===== src/sv/pss_pkg.sv =====
package pss_pkg;

  // default store depth
  localparam int PSS_CAPACITY = 16;

  // field widths
  localparam int OP_W  = 3;
  localparam int VAL_W = 32;
  localparam int POS_W = 5;
  localparam int ST_W  = 2;
  localparam int LEN_W = 5;

  // operation codes
  localparam logic [OP_W-1:0] OP_INS_FRONT = 3'd0;
  localparam logic [OP_W-1:0] OP_INS_BACK  = 3'd1;
  localparam logic [OP_W-1:0] OP_INS_POS   = 3'd2;
  localparam logic [OP_W-1:0] OP_DEL_FRONT = 3'd3;
  localparam logic [OP_W-1:0] OP_DEL_BACK  = 3'd4;
  localparam logic [OP_W-1:0] OP_DEL_POS   = 3'd5;
  localparam logic [OP_W-1:0] OP_READ_FWD  = 3'd6;
  localparam logic [OP_W-1:0] OP_READ_BWD  = 3'd7;

  // status codes
  localparam logic [ST_W-1:0] STAT_OK    = 2'd0;
  localparam logic [ST_W-1:0] STAT_FULL  = 2'd1;
  localparam logic [ST_W-1:0] STAT_EMPTY = 2'd2;
  localparam logic [ST_W-1:0] STAT_RANGE = 2'd3;

  // per-cycle command broadcast to every cell
  typedef struct packed {
    logic ins;
    logic del;
    logic rot_l;
    logic rot_r;
  } pss_cell_ctl_t;

endpackage


===== src/sv/pss_cell.sv =====
module pss_cell
  import pss_pkg::*;
#(
  parameter int INDEX = 0,
  parameter int IDX_W = 4
) (
  input  logic                    clk,
  input  pss_cell_ctl_t           ctl_i,
  input  logic        [IDX_W-1:0] idx_i,
  input  logic signed [VAL_W-1:0] load_value_i,
  input  logic signed [VAL_W-1:0] left_i,
  input  logic signed [VAL_W-1:0] right_i,
  output logic signed [VAL_W-1:0] value_o
);

  localparam logic [IDX_W-1:0] MY_IDX = IDX_W'(INDEX);

  logic signed [VAL_W-1:0] value_r;
  logic signed [VAL_W-1:0] value_nxt;
  logic                    below;
  logic                    at;

  assign below = MY_IDX < idx_i;
  assign at    = MY_IDX == idx_i;

  always_comb begin
    value_nxt = value_r;
    if (ctl_i.ins) begin
      // open a gap: cells past the slot take their left neighbour
      if (at) begin
        value_nxt = load_value_i;
      end else if (!below) begin
        value_nxt = left_i;
      end
    end else if (ctl_i.del) begin
      if (!below) begin
        value_nxt = right_i;
      end
    end else if (ctl_i.rot_l) begin
      // idx is the tail, head value wraps round to it
      if (at) begin
        value_nxt = load_value_i;
      end else if (below) begin
        value_nxt = right_i;
      end
    end else if (ctl_i.rot_r) begin
      if (MY_IDX == '0) begin
        value_nxt = load_value_i;
      end else begin
        value_nxt = left_i;
      end
    end
  end

  always_ff @(posedge clk) begin
    value_r <= value_nxt;
  end

  assign value_o = value_r;

endmodule


===== src/sv/positional_sequence_store_core.sv =====
// Ordered store of up to CAPACITY signed 32-bit values held in a row of shifting cells.
// A request is taken when start is high and busy is low. Inserts and deletes finish in
// the cycle they are taken: the whole row shifts at once, and the single status result
// shows on out_valid in the next cycle. A read-out rotates the row one place per cycle and
// emits one entry per cycle, holding busy until it has produced the last entry; an empty
// store answers with one status result in the next cycle and never goes busy. The entry
// at the head of the row (the tail for a backward read) leaves each cycle and wraps round,
// so the row is back in order when the read ends.
// Results cannot be held off: out_valid marks each one for exactly one cycle.
module positional_sequence_store_core
  import pss_pkg::*;
#(
  parameter int CAPACITY = PSS_CAPACITY
) (
  input  logic                    clk,
  input  logic                    rst_n,
  input  logic                    start,
  output logic                    busy,
  input  logic        [OP_W-1:0]  in_op,
  input  logic signed [VAL_W-1:0] in_new_value,
  input  logic        [POS_W-1:0] in_position,
  output logic                    out_valid,
  output logic signed [VAL_W-1:0] out_read_value,
  output logic        [ST_W-1:0]  out_status,
  output logic                    out_last,
  output logic        [LEN_W-1:0] out_length
);

  localparam int CNT_W = $clog2(CAPACITY + 1);
  localparam int IDX_W = $clog2(CAPACITY);
  localparam int EXT_W = ((CNT_W > POS_W) ? CNT_W : POS_W) + 1;

  localparam logic S_IDLE = 1'b0;
  localparam logic S_READ = 1'b1;

  logic                    state_r, state_nxt;
  logic [CNT_W-1:0]        count_r, count_nxt;
  logic [CNT_W-1:0]        rem_r, rem_nxt;
  logic                    bwd_r, bwd_nxt;
  logic                    out_valid_r, out_valid_nxt;
  logic signed [VAL_W-1:0] out_read_value_r, out_read_value_nxt;
  logic [ST_W-1:0]         out_status_r, out_status_nxt;
  logic                    out_last_r, out_last_nxt;
  logic [LEN_W-1:0]        out_length_r, out_length_nxt;

  pss_cell_ctl_t           ctl;
  logic [IDX_W-1:0]        idx;
  logic signed [VAL_W-1:0] load_value;
  logic signed [VAL_W-1:0] cell_q [CAPACITY];
  logic signed [VAL_W-1:0] tail_value;
  logic [CNT_W-1:0]        cnt_m1;
  logic [IDX_W-1:0]        tail_idx;
  logic [EXT_W-1:0]        pos_e, cnt_e, pm1_e;
  logic                    accept;
  logic                    is_full;
  logic                    is_empty;

  assign busy     = (state_r == S_READ);
  assign accept   = start && !busy;
  assign cnt_m1   = count_r - CNT_W'(1);
  assign tail_idx = cnt_m1[IDX_W-1:0];
  assign tail_value = cell_q[tail_idx];
  assign pos_e    = EXT_W'(in_position);
  assign cnt_e    = EXT_W'(count_r);
  assign pm1_e    = pos_e - EXT_W'(1);
  assign is_full  = (count_r == CNT_W'(CAPACITY));
  assign is_empty = (count_r == '0);

  always_comb begin
    state_nxt          = state_r;
    count_nxt          = count_r;
    rem_nxt            = rem_r;
    bwd_nxt            = bwd_r;
    ctl                = '0;
    idx                = '0;
    load_value         = in_new_value;
    out_valid_nxt      = 1'b0;
    out_read_value_nxt = '0;
    out_status_nxt     = STAT_OK;
    out_last_nxt       = 1'b1;
    out_length_nxt     = LEN_W'(count_r);

    if (state_r == S_IDLE) begin
      if (accept) begin
        out_valid_nxt = 1'b1;
        case (in_op)
          OP_INS_FRONT, OP_INS_BACK, OP_INS_POS: begin
            if (is_full) begin
              out_status_nxt = STAT_FULL;
            end else if (in_op == OP_INS_POS &&
                         (pos_e == '0 || pos_e > cnt_e + EXT_W'(1))) begin
              out_status_nxt = STAT_RANGE;
            end else begin
              ctl.ins   = 1'b1;
              count_nxt = count_r + CNT_W'(1);
              if (in_op == OP_INS_FRONT) begin
                idx = '0;
              end else if (in_op == OP_INS_BACK) begin
                idx = count_r[IDX_W-1:0];
              end else begin
                idx = pm1_e[IDX_W-1:0];
              end
            end
          end
          OP_DEL_FRONT, OP_DEL_BACK, OP_DEL_POS: begin
            if (is_empty) begin
              out_status_nxt = STAT_EMPTY;
            end else if (in_op == OP_DEL_POS && (pos_e == '0 || pos_e > cnt_e)) begin
              out_status_nxt = STAT_RANGE;
            end else begin
              ctl.del   = 1'b1;
              count_nxt = cnt_m1;
              if (in_op == OP_DEL_FRONT) begin
                idx = '0;
              end else if (in_op == OP_DEL_BACK) begin
                idx = tail_idx;
              end else begin
                idx = pm1_e[IDX_W-1:0];
              end
            end
          end
          OP_READ_FWD, OP_READ_BWD: begin
            if (is_empty) begin
              out_status_nxt = STAT_EMPTY;
            end else begin
              // the block first moves to the read state; each entry is then registered onto the outputs
              out_valid_nxt = 1'b0;
              state_nxt     = S_READ;
              rem_nxt       = count_r;
              bwd_nxt       = (in_op == OP_READ_BWD);
            end
          end
          default: begin
            out_status_nxt = STAT_OK;
          end
        endcase
        out_length_nxt = LEN_W'(count_nxt);
      end
    end else begin
      out_valid_nxt = 1'b1;
      out_last_nxt  = (rem_r == CNT_W'(1));
      rem_nxt       = rem_r - CNT_W'(1);
      if (bwd_r) begin
        ctl.rot_r          = 1'b1;
        load_value         = tail_value;
        out_read_value_nxt = tail_value;
      end else begin
        ctl.rot_l          = 1'b1;
        idx                = tail_idx;
        load_value         = cell_q[0];
        out_read_value_nxt = cell_q[0];
      end
      if (rem_r == CNT_W'(1)) begin
        state_nxt = S_IDLE;
      end
    end
  end

  for (genvar i = 0; i < CAPACITY; i++) begin : g_cell
    logic signed [VAL_W-1:0] left_v;
    logic signed [VAL_W-1:0] right_v;
    if (i == 0) begin : g_head
      assign left_v = '0;
    end else begin : g_body
      assign left_v = cell_q[i-1];
    end
    if (i == CAPACITY - 1) begin : g_tail
      assign right_v = '0;
    end else begin : g_inner
      assign right_v = cell_q[i+1];
    end
    pss_cell #(
      .INDEX (i),
      .IDX_W (IDX_W)
    ) u_cell (
      .clk          (clk),
      .ctl_i        (ctl),
      .idx_i        (idx),
      .load_value_i (load_value),
      .left_i       (left_v),
      .right_i      (right_v),
      .value_o      (cell_q[i])
    );
  end

  always_ff @(posedge clk) begin
    if (!rst_n) begin
      state_r     <= S_IDLE;
      count_r     <= '0;
      rem_r       <= '0;
      bwd_r       <= 1'b0;
      out_valid_r <= 1'b0;
    end else begin
      state_r     <= state_nxt;
      count_r     <= count_nxt;
      rem_r       <= rem_nxt;
      bwd_r       <= bwd_nxt;
      out_valid_r <= out_valid_nxt;
    end
  end

  always_ff @(posedge clk) begin
    out_read_value_r <= out_read_value_nxt;
    out_status_r     <= out_status_nxt;
    out_last_r       <= out_last_nxt;
    out_length_r     <= out_length_nxt;
  end

  assign out_valid      = out_valid_r;
  assign out_read_value = out_read_value_r;
  assign out_status     = out_status_r;
  assign out_last       = out_last_r;
  assign out_length     = out_length_r;

endmodule


===== config.mk =====
export PLATFORM = sky130hd
export DESIGN_NAME = positional_sequence_store_core
export DESIGN_NICKNAME = d
export VERILOG_FILES = /design/src/sv/pss_pkg.sv /design/src/sv/pss_cell.sv /design/src/sv/positional_sequence_store_core.sv
export SDC_FILE = /design/constraint.sdc
export NUM_CORES = 2
export LEC_CHECK = 0
export BUFFER_PORTS_ARGS = -buffer_cell sky130_fd_sc_hd__buf_2
export CORE_ASPECT_RATIO = 2
export CORE_UTILIZATION = 31
export DETAILED_ROUTE_END_ITERATION = 8
export GPL_TIMING_DRIVEN = 0
export PLACE_DENSITY = 0.56
export SYNTH_ARGS = -nofsm -noshare
export SYNTH_HDL_FRONTEND = slang
export SYNTH_SLANG_ARGS = --single-unit

===== constraint.sdc =====
create_clock -name clk -period 12.6 [get_ports clk]
set_clock_uncertainty 0.05 [all_clocks]
set_input_delay 0.63 -clock clk [delete_from_list [all_inputs] [get_ports clk]]
set_output_delay 0.63 -clock clk [all_outputs]
set_load 0.05 [all_outputs]

# == After elaboration in Yosys (flattened, before gate mapping) ==
# Cells that the tools add are included.
# Widths: inputs -> output; s select.
# classes
addsub,5
order_cmp,19
n_eq_ne,73
muxes,198
n_bitwise,4
n_reduce_logical,35
# ops
cell,count
$mux 32,148
$bmux 32 s4,1
$ne 3x3->1 const B,32
$ne 5x1->1 const B,16
$reduce_and 4->1,17
$mux 5,10
$mux 4,11
$eq 4x4->1 const A,8
$lt 4x4->1 const A,8
$mux 1,17
$eq 3x4->1 const A,4
$lt 3x4->1 const A,4
$mux 2,8
$eq 3x3->1 const B,4
$pmux 5 s2,1
$sub 5x1->5 const B,2
$eq 2x4->1 const A,2
$lt 1x4->1 const A,2
$lt 2x4->1 const A,2
$pmux 4 s2,1
$add 5x1->6 const B,1
$eq 3x2->1 const B,2
$gt 5x6->1,1
$logic_not 6->1,1
23 further kinds,31
# word_totals
register_bits,565
inputBits,43
out_inout_bits,42
elab_cells,359

# == Logic depth before layout (Yosys ltp) ==
# logic_depth
ltp_word,15
depth_mapped,22
ltp_nobuf,12

# == Modules after synthesis ==
# From an unflattened synthesis, not the netlist that was laid out.
# unflattened
hier_cells,5250
hier_area_um2,52819.4
# modules_own_cells
module,instances,cells_per_inst,area_each_um2,seq_area_each_um2
positional_sequence_store_core,1,628,6906.6,1061.0
pss_cell (g_cell[5].u_cell),1,359,3354.5,960.9
pss_cell (g_cell[10].u_cell),1,358,3329.4,960.9
pss_cell (g_cell[2].u_cell),1,358,3323.2,960.9
pss_cell (g_cell[1].u_cell),1,358,3233.1,960.9
pss_cell (g_cell[11].u_cell),1,358,3205.6,960.9
pss_cell (g_cell[0].u_cell),1,364,3124.2,960.9
pss_cell (g_cell[15].u_cell),1,303,3044.2,960.9
pss_cell (g_cell[8].u_cell),1,240,2924.1,960.9
pss_cell (g_cell[3].u_cell),1,234,2621.3,960.9
pss_cell (g_cell[4].u_cell),1,241,2616.3,960.9
pss_cell (g_cell[7].u_cell),1,239,2601.2,960.9
pss_cell (g_cell[14].u_cell),1,237,2590.0,960.9
pss_cell (g_cell[6].u_cell),1,237,2585.0,960.9
+3 rows,-,-,-,-

# == Worst setup path before layout ==
# OpenSTA, ideal clock, no wires.
# synth_timing
path_type,reg-to-reg
startpoint,reg count_r[0]
endpoint,reg g_cell[13].u_cell.value_r[0] (enable)
setup_time_ns,0.470
arrival_ns,6.573
required_ns,12.080
path_slack_ns,5.506
path_stages_with_launch,23
n_path_buf,10
period_less_slack_ns,7.094
path_cell_list,dfxtp_1 -> buf_4 -> buf_6 -> buf_4 -> inv_1 -> ha_1 -> clkbuf_1 -> clkbuf_1 -> clkbuf_1 -> inv_1 -> ha_1 -> nor2b_1 -> o21bai_1 -> a311oi_1 -> o32a_1 -> buf_6 -> nand2_4 -> buf_2 -> nand2_1 -> buf_2 -> buf_2 -> nor2_1 -> a211oi_1
# synth_via
elab_chain_len,12
elab_cells_between_ends,37
cone_classes,add/sub: 2; order compare: 3; eq/ne: 5; mux: 20; reduce/logical: 7
# synth_rtl
element,line,source
from (decl),positional_sequence_store_core.sv:37,"logic [CNT_W-1:0] count_r, count_nxt;"
from (signal assigned),positional_sequence_store_core.sv:195,count_r <= count_nxt;
$add 5x1->6,positional_sequence_store_core.sv:91,(pos_e == '0 || pos_e > cnt_e + EXT_W'(1))) begin
$gt 5x6->1,positional_sequence_store_core.sv:91,
$logic_or 1x1->1,positional_sequence_store_core.sv:91,
$logic_and 1x1->1,positional_sequence_store_core.sv:90,end else if (in_op == OP_INS_POS &&
$mux 4,positional_sequence_store_core.sv:90,
$mux 4,positional_sequence_store_core.sv:88,if (is_full) begin
$pmux 4 s2,positional_sequence_store_core.sv:86,case (in_op)
$mux 4,positional_sequence_store_core.sv:84,if (accept) begin
$mux 4,positional_sequence_store_core.sv:83,if (state_r == S_IDLE) begin
$lt 4x4->1 / $eq 4x4->1 (equally long branches),"pss_cell.sv:23, pss_cell.sv:24",
$ne 5x1->1 (no line) / $ne 3x3->1 (equally long branches),-,
$reduce_and 4->1 (no line) *,-,
to (signal assigned),pss_cell.sv:56,value_r <= value_nxt;
to (decl),pss_cell.sv:18,logic signed [VAL_W-1:0] value_r;
# Every way passes the cells marked *; elsewhere a longest branch is shown, timed or not.
# A chain may end at the register's enable or synchronous reset.

# == Worst setup path in the final report ==
# layout_timing
startpoint,reg count_r[0]
endpoint,reg g_cell[13].u_cell.value_r[8] (enable)
# Same word-level chain as after synthesis.

==> flow_metrics.tcl <==
set metrics [dict create \
    run_status "finished, final reports clean" \
    worst-r2r-setup-slack_ns 3.51 \
    num-nets-final 2609 \
    number_of_buffers_inserted_by_post_cts_setup_repair 0 \
    critPathLaunchType "register" \
    cpLargestDelayFamily "buffers and inverters" \
    drv_slew 0 \
    fmaxAchievable_mhz 110.0 \
    yosys_register_bits 565 \
    tritoncts "done" \
    synth_area_mm2 0.03127 \
    chipWidth_um 226.6 \
    nFillCells 9660 \
    cts_hold_buffers 0 \
    worst-path-max-fanout 11 \
    critPathMaxStageDelay_ns 0.92 \
    worst_pin_slew_ns 1.427 \
    die_span_y_um 451.1 \
    synthToLayoutAreaGrowth_pct 14.26 \
    total_power_w 0.005678 \
    cts_inserted_buffers 52 \
    input_output_buffers 84 \
    drcViolationCount 0 \
    synth_top_cell_area_share 0.4917 \
    start_util 0.3129 \
    groute.usage.overall 0.2578 \
    postRouteAntennaNets 0 \
    count_of_flip_flops_with_a_built_in_enable_after_synthesis 512 \
    worst_skew_pair.late_latency_ns 0.66 \
    netlist-cell-type-count 87 \
    clockRootBuffer "clkbuf_16" \
    synthesis.yosys.warnings 0 \
    timing.setup.critical_path_class "reg -> reg" \
    synth-async-reset-ratio 0 \
    final_util 0.3575 \
    final_layout_size_suffix_gt1_frac 0.2086 \
    report.final.setup_viol 0 \
    htree_levels 2 \
    route.detailed.wl_per_inst_um 33.81 \
    route.vias.total 26040 \
    clkSlewWorstSetupHoldPaths_ns 0.07 \
    synthesis.nets 2440 \
    routability_congestion 0.9729 \
    max_cap_viols 0 \
    layout.cells.non_filler 3919 \
    crit_required_ns 12.90 \
    postSynth.topFlopCell "edfxtp_1" \
    grt_pass1_vias 27420 \
    grt_setup_unrepaired "no" \
    synth_area_leader_cell "edfxtp_1" \
    reg2reg_depth 23 \
    finalWorstPathRequiredPeriod_ns 9.093 \
    viasPerCell 6.644 \
    clk_path_buf_depth 3 \
    relSlewSlack 0.04864 \
    setup.worst_path.end "g_cell[13].u_cell.value_o[8]" \
    worst-endpoint-arrival_ns 9.40 \
    place_inst 3823 \
    syn_inst 2380 \
    critPathSlowestCell "a211oi_4" \
    power_density_mw_per_mm2 158.9 \
    peakVddDrop_mv 0.1111 \
    setup.worst_path.start "count_r[0]" \
    p_leak_nw 11.60 \
    cts_resized 0 \
    grt_max_degree 21 \
    globalRouteOverflowTotal 0 \
    reg2reg_from "count_r[0]" \
    antenna_found_initial 7 \
    count_of_buffer_and_inverter_cells_on_the_critical_path 13 \
    io-pin-count 85 \
    timing.final.crit_share 0.7217 \
    worst_r2r_endpoint "g_cell[13].u_cell.value_o[8]" \
    core.rowCount 164 \
    path_cells "buf_4, buf_6, buf_4, inv_1, ha_1, clkbuf_1, clkbuf_1, clkbuf_1, inv_1, ha_1, nor2b_1, o21bai_1, a311oi_1, o32a_1, buf_6, nand2_4, buf_2, nand2_1, buf_2, buf_2, nor2_1, a211oi_4, buf_8" \
    crit_path_end_kind "register" \
    critical_path_depth 23 \
    largest_cells_by_area_after_synthesis "edfxtp_1 (49%), a221o_1 (14%), mux4_2 (12%)" \
    syn_area_per_cell_um2 13.14 \
    postRouteWirelength_um 132500 \
    design.die.area_mm2 0.1022 \
    detail_route.first_pass.iterations 9 \
    final-hold-violation-count 0 \
    core_mm2 0.09993 \
    global_route_wire_length_before_repair_um 187900 \
    place_ws_ns 3.732 \
    clock-sinks 565 \
    drt_first_iter_violations 3187 \
    dp_hpwl_um 102300 \
    worst_hold_path.num_cells 2 \
    holdCritPathClass "in -> reg" \
    yosysSeqAreaShare 0.5257 \
    final.setup.worst_slack_ns 3.507 \
]
==> cell families after synthesis <==
kind of cell | share of synthesized area
adders and majority gates | 0.006803
xor gates and xnor gates | 0.003642
and+or+nand+nor | 0.09340
muxes | 0.1258
buffers and inverters | 0.04202
DFF | 0.5257
AOI/OAI and AO/OA | 0.2027
==> flip-flops by register name (all words and copies together) (netlist names) <==
| name | cells |
|---|---|
| out_valid | 1 |
| g_cell.u_cell.value_o | 512 |
| busy | 1 |
| out_length | 5 |
| out_read_value | 32 |
| bwd_r | 1 |
| rem_r | 5 |
| out_last | 1 |
| count_r | 5 |
| out_status | 2 |
==> per-stage QoR <==
| stage | cell area, um2 | hold WS, ns | setup TNS, ns |
|---|---|---|---|
| 2_1_floorplan | 31270 | 0.4236 | 0 |
| 3_3_place_gp | 33350 | 0.4403 | -88.64 |
| 3_5_place_dp | 34050 | 0.4623 | 0 |
| 4_1_cts | 35720 | 0.2109 | 0 |
| 5_1_grt | 35720 | 0.2196 | 0 |
| 6_report | 35730 | 0.2292 | 0 |
==> cells in the final DEF (no fill, tap or decap), drive strengths merged, types with 15 or more instances in the layout <==
cell	netlist	final
a221o	446	446
ha	17	17
nand2	42	42
dfxtp	53	53
clkinv	0	21
buf	122	237
clkbuf	144	209
o2bb2ai	65	65
edfxtp	512	512
mux2i	33	33
mux4	160	160
inv	15	15
nor3	181	181
nor2	352	352
a21oi	60	60
o21ai	39	39
==> cell type report <==
type	count	area, um2	area share
Inverter	15	56.30	0.001576
Antenna cell	2	5.005	0.0001401
Clock buffer	65	1403	0.03926
Buffer	266	1259	0.03523
Tap cell	1328	1662	0.04651
Sequential cell	565	16440	0.4601
Clock inverter	29	265.3	0.007425
Timing Repair Buffer	115	942.2	0.02637
Multi-Input combinational cell	1534	13700	0.3834
==> power by group <==
part           total [W]  switching, W  internal [W]
Clock            0.00166      0.000806      0.000856
Sequential       0.00254      0.000174       0.00237
Combinational    0.00148      0.000874      0.000602
Total            0.00568       0.00185       0.00382
==> routing by layer <==
metal / vias up / wire length [um] / global-route usage
li1: 10290 / - / -
met1: 12780 / 38360 / 0.2372
met2: 2152 / 70990 / 0.4778
met3: 812 / 10080 / 0.04430
met4: 10 / 12990 / 0.2270
met5: - / 63 / 0
==> Yosys cell counts, types with 4 or more instances <==
cell / n
o2bb2ai_1: 65
edfxtp_1: 512
nor4_2: 5
ha_1: 17
buf_2: 74
buf_6: 7
inv_1: 14
mux4_2: 160
nand2b_1: 7
mux2i_1: 33
o21ai_1: 17
a21boi_0: 5
and2_1: 6
a21o_1: 5
a211oi_1: 6
buf_1: 11
o21ai_0: 21
nor3_2: 4
nand2_1: 41
nand3_1: 13
a21oi_2: 15
o211a_1: 4
a221o_1: 446
xnor2_1: 5
a21oi_4: 17
nor3_1: 176
and3_1: 5
dfxtp_1: 53
a21oi_1: 28
nor2_1: 351
buf_4: 30
clkbuf_1: 143
nand4_1: 7
==> worst min-delay path by stage <==
stage	from	end	slack (ns)
floorplan	rem_r[4]	rem_r[4]	0.42
detailed placement	rem_r[4]	rem_r[4]	0.46
finish	rst_n	rem_r[4]	0.23
global placement	rem_r[4]	rem_r[4]	0.44
global route	rst_n	busy	0.22
CTS	rst_n	rem_r[4]	0.21
No activity file was read; power rests on OpenSTA's default activity.
